$ cat config.mk
export PLATFORM = sky130hd
export DESIGN_NAME = bmhq_ctrl
export DESIGN_NICKNAME = d
export VERILOG_FILES = /design/src/rtl/bmhq_pkg.sv /design/src/rtl/bmhq_ctrl.sv
export SDC_FILE = /design/constraint.sdc
export NUM_CORES = 1
export LEC_CHECK = 0
export ABC_CLOCK_PERIOD_IN_PS = 2100
export BUFFER_PORTS_ARGS = -buffer_cell sky130_fd_sc_hd__clkbuf_2
export CORE_AREA = 10 10 47 49
export DETAILED_ROUTE_END_ITERATION = 6
export DIE_AREA = 0 0 57 59
export PLACE_DENSITY = 0.77
export SETUP_SLACK_MARGIN = 0.2
export SLEW_MARGIN = 20
export SYNTH_ARGS = -nofsm -noshare
export SYNTH_HDL_FRONTEND = slang
export SYNTH_SLANG_ARGS = --single-unit
$ cat constraint.sdc
create_clock -name clk -period 2.1 [get_ports clk]
set_input_delay 0.105 -clock clk [delete_from_list [all_inputs] [get_ports clk]]
set_output_delay 0.105 -clock clk [all_outputs]
set_load 0.005 [all_outputs]
$ cat src/rtl/bmhq_pkg.sv
// Shared types and constants for the binary min-heap queue core.
// Holds the item structs, the status codes and the controller/datapath interface.
// No dependencies.
package bmhq_pkg;

  localparam int unsigned IN_COORD_W = 16;
  localparam int unsigned IN_COST_W  = 32;
  localparam int unsigned STATUS_W   = 2;
  localparam int unsigned COUNT_W    = 11;

  localparam logic REQ_PUSH = 1'b0;
  localparam logic REQ_POP  = 1'b1;

  localparam logic [STATUS_W-1:0] ST_DONE  = 2'd0;
  localparam logic [STATUS_W-1:0] ST_FULL  = 2'd1;
  localparam logic [STATUS_W-1:0] ST_EMPTY = 2'd2;

  typedef struct packed {
    logic                  req_type;
    logic [IN_COORD_W-1:0] point_x;
    logic [IN_COORD_W-1:0] point_y;
    logic [IN_COORD_W-1:0] point_z;
    logic [IN_COST_W-1:0]  point_cost;
  } in_item_t;

  typedef struct packed {
    logic [IN_COORD_W-1:0] out_x;
    logic [IN_COORD_W-1:0] out_y;
    logic [IN_COORD_W-1:0] out_z;
    logic [IN_COST_W-1:0]  out_cost;
    logic [STATUS_W-1:0]   status;
    logic [COUNT_W-1:0]    count_after;
    logic                  is_empty;
  } out_item_t;

  typedef struct packed {
    logic take_push;
    logic take_pop;
    logic take_reject;
    logic rd_parent;
    logic move_up;
    logic pop_last;
    logic load_last;
    logic rd_left;
    logic rd_right;
    logic move_down;
    logic place;
    logic finish;
  } cmd_t;

  typedef struct packed {
    logic req_pop;
    logic full;
    logic empty;
    logic at_root;
    logic up_swap;
    logic has_left;
    logic down_swap;
  } sts_t;

endpackage

$ cat src/rtl/bmhq_ctrl.sv
// Controller state machine for the binary min-heap queue core.
// Sequences pushes, pops and sifts; depends on bmhq_pkg.
module bmhq_ctrl
  import bmhq_pkg::*;
(
  input  logic clk,
  input  logic rst_n,
  input  logic start,
  output logic busy,
  input  sts_t sts,
  output cmd_t cmd
);

  typedef enum logic [9:0] {
    S_IDLE     = 10'b00_0000_0001,
    S_UP_CHK   = 10'b00_0000_0010,
    S_UP_CMP   = 10'b00_0000_0100,
    S_POP_LAST = 10'b00_0000_1000,
    S_POP_LOAD = 10'b00_0001_0000,
    S_DN_RDL   = 10'b00_0010_0000,
    S_DN_RDR   = 10'b00_0100_0000,
    S_DN_CMP   = 10'b00_1000_0000,
    S_DONE     = 10'b01_0000_0000,
    S_SPARE    = 10'b10_0000_0000
  } state_t;

  state_t state_r;
  state_t state_nxt;

  always_ff @(posedge clk) begin
    if (!rst_n) begin
      state_r <= S_IDLE;
    end else begin
      state_r <= state_nxt;
    end
  end

  assign busy = (state_r != S_IDLE);

  always_comb begin
    cmd       = '0;
    state_nxt = state_r;
    case (state_r)
      S_IDLE: begin
        if (start) begin
          if (sts.req_pop) begin
            if (sts.empty) begin
              cmd.take_reject = 1'b1;
              state_nxt       = S_DONE;
            end else begin
              cmd.take_pop = 1'b1;
              state_nxt    = S_POP_LAST;
            end
          end else if (sts.full) begin
            cmd.take_reject = 1'b1;
            state_nxt       = S_DONE;
          end else begin
            cmd.take_push = 1'b1;
            state_nxt     = S_UP_CHK;
          end
        end
      end
      S_UP_CHK: begin
        if (sts.at_root) begin
          cmd.place = 1'b1;
          state_nxt = S_DONE;
        end else begin
          cmd.rd_parent = 1'b1;
          state_nxt     = S_UP_CMP;
        end
      end
      S_UP_CMP: begin
        if (sts.up_swap) begin
          cmd.move_up = 1'b1;
          state_nxt   = S_UP_CHK;
        end else begin
          cmd.place = 1'b1;
          state_nxt = S_DONE;
        end
      end
      S_POP_LAST: begin
        cmd.pop_last = 1'b1;
        state_nxt    = S_POP_LOAD;
      end
      S_POP_LOAD: begin
        cmd.load_last = 1'b1;
        state_nxt     = S_DN_RDL;
      end
      S_DN_RDL: begin
        if (sts.has_left) begin
          cmd.rd_left = 1'b1;
          state_nxt   = S_DN_RDR;
        end else begin
          cmd.place = 1'b1;
          state_nxt = S_DONE;
        end
      end
      S_DN_RDR: begin
        cmd.rd_right = 1'b1;
        state_nxt    = S_DN_CMP;
      end
      S_DN_CMP: begin
        if (sts.down_swap) begin
          cmd.move_down = 1'b1;
          state_nxt     = S_DN_RDL;
        end else begin
          cmd.place = 1'b1;
          state_nxt = S_DONE;
        end
      end
      S_DONE: begin
        cmd.finish = 1'b1;
        state_nxt  = S_IDLE;
      end
      default: begin
        state_nxt = S_IDLE;
      end
    endcase
  end

endmodule

==> metrics.md <==
| Metric | Value |
|---|---|
| Status | complete, no violations |
| Clock root buffer | clkbuf_4 |
| CTS hold repair buffers | 0 |
| Reg clk slew, reported paths | 0.06 ns |
| Static Leak | 0.3604 nW |
| First-pass GRT wire length | 2214 µm |
| Final Non-Filler Cells | 102 |
| Largest registers | state_r (9) |
| CTS Buf Count | 3 |
| Vias | 520 |
| DIE HEIGHT | 59 µm |
| Worst slew pin tran | 0.3114 ns |
| Max IR drop VDD | 0.4133 mV |
| CTS tree | done |
| Final nets | 97 |
| Final WL | 1315 µm |
| Clk_skew | 0.002453 ns |
| Area contributors post-synth | dfxtp_1 (33%), nand4b_1 (11%), nor3_1 (7.3%) |
| Critical path peak fanout | 5 |
| Gr usage total | 7.932% |
| Post-synthesis cell count | 60 |
| Setup TNS | 0 ns |
| Synth-to-Final Area Change | 30.23% |
| MaxCap Viol Count | 0 |
| CP endpoint kind | output pin |
| Core area | 0.001401 mm² |
| Syn Nets | 70 |
| Reg-to-reg startpoint | state_r[5] |
| Setup crit start kind | flop |
| # setup viols final | 0 |
| H-tree depth | 1 |
| Seq/Total Area, Yosys | 32.73% |
| Post-synthesis cell area | 550.5 µm² |
| Flops & latches, synth | 9 |
| Vias/cell | 5.098 |
| Share of the synthesized area in the top cell type | 32.73% |
| Max reg flops | 9 |
| Initial Util | 39.29% |
| Largest net degree at the start of global routing | 7 |
| Inst Count DP | 97 |
| Cell taking the most area after synthesis | dfxtp_1 |
| Post-Route Utilization | 51.16% |
| Ports | 23 |
| R2R cell count | 6 |
| CP endpoint | cmd[10] |
| Fill cells | 132 |
| Cell Rows | 14 |
| Syn avg cell area | 9.175 µm² |
| RSZ-0062 raised after global routing | true |
| Initial antenna violation count | 0 |
| Slew Viols, Final | 0 |
| Placer Congestion | 0.7831 |
| Data required, critical path | 2.00 ns |
| Layout cells sized above 1 | 45.35% |
| Worst min path class | in -> reg |
| Fin. Hold Viols | 0 |
| Worst Setup Slack, final | 0.2891 ns |
| Fin crit period | 1.811 ns |
| Chip width | 57 µm |
| DRC viols | 0 |
| Synth Warn # | 0 |
| Clk_lat worst skew | 0.26 ns |
| CTS Buffer Depth | 2 |
| Routed Antenna Nets | 0 |
| Most common cell after layout, fill and taps aside | clkbuf_2 |
| Max-slew headroom | 79.08% |
| Clock sink total | 9 |
| DRT iter0 DRCs | 3 |
| IO Port Bufs | 22 |
| F_max | 552.2 MHz |
| Setup CP Type | reg -> out |
| WL per Instance | 12.89 µm |
| FF-to-FF setup slack | 0.48 ns |
| PwrDens | 631.6 mW/mm² |
| Most frequent cells in the layout | clkbuf_2 (22), nor3_1 (8), nor2_1 (8), dfxtp_1 (8) |
| N_diodes | 0 |
| Dpl ws | 0.4642 ns |
| Area occupied by multi-input gates | 341.6 µm² |
| Reg2reg end | state_r[8] |
| Die area | 0.003363 mm² |
| CP arrival | 1.71 ns |
| Yosys cell types | 25 |
| Final HPWL DP | 1122 µm |
| Grt ovf | 0 |
| Vias in the first global route | 545 |
| CP startpoint | state_r[5] |
| Reg area | 181.4 µm² |
| Worst hold margin | 0.03882 ns |
| Largest Register | state_r |
| Tcrit/Tclk final | 86.24% |
| TritonRoute pass-1 iters | 2 |
[stage by stage]
| step | cell area (µm²) | power (mW) |
|---|---|---|
| final | 716.9 | 0.4528 |
| after global routing | 716.9 | 0.4800 |
| after CTS | 699.4 | 0.4517 |
| after detailed placement | 673.1 | 0.3197 |
| after global placement | 673.1 | 0.3160 |
| after floorplan | 550.5 | 0.2808 |
[what timing repair did]
item,CTS,global route
endpoints found under the hold margin,0,0
buffers inserted,0,1
resized for setup,0,2
endpoints found under the setup margin,0,4
[synthesized netlist by cell type]
cell,number
o21bai_4,1
nand4b_1,7
nand4_1,1
and3_2,1
inv_1,7
or2b_1,1
nor3b_2,1
o22a_1,2
inv_2,1
o21ba_1,1
nand2_1,1
o21ai_4,1
nand2_2,1
nand4_2,1
dfxtp_1,9
nor4_2,1
nor3_1,8
a31oi_2,1
nor2_1,8
and4b_4,1
and2_1,1
nor4_4,1
mux2i_1,1
nor2_2,1
buf_4,1
[routing by layer]
layer	vias up	global-route usage (%)	wire length [µm]
li1	270	-	-
met1	230	7.665	548
met2	16	13.95	638
met3	4	2.361	97
met4	0	6.040	32
met5	-	0	0
[layout make-up]
cell class,instances,area share (%)
well taps,16,2.792
multi-input cells,42,47.64
inverters,8,4.188
clock buffers,4,3.665
repair buffers,23,16.40
flip-flops and latches,9,25.31
[logic make-up (layout without fill, tap and decap cells)]
group                  after synthesis  in the layout  share of synthesized area [%]
DFF                                  9              9                          32.73
and+or+nand+nor                     35             35                          45.00
buffers and inverters                9             35                          6.819
AOI/OAI and AO/OA                    6              6                          13.64
muxes                                1              1                          1.818
[critical path: stages (launching register included)]
cell      delay (ns)
dfxtp_1         0.35
nor4_4          0.36
and4b_4         0.31
nand2_2         0.08
nor3b_2         0.21
clkbuf_2        0.14
[power breakdown]
part	switching, mW	total (mW)	internal (mW)
Combinational	0.0658	0.130	0.0646
Sequential	0.0112	0.190	0.179
Clock	0.0591	0.132	0.0731
[worst min path at each step]
stage                      end   start  cells past startpoint  slack (ns)
floorplan           state_r[2]  sts[3]                      1        0.18
global placement    state_r[2]  sts[3]                      2        0.32
detailed placement  state_r[2]  sts[3]                      2        0.31
CTS                 state_r[2]  sts[3]                      2        0.04
global route        state_r[2]  sts[3]                      2        0.04
finish              state_r[2]  sts[3]                      2        0.04
(Power assumes the default switching activity.)
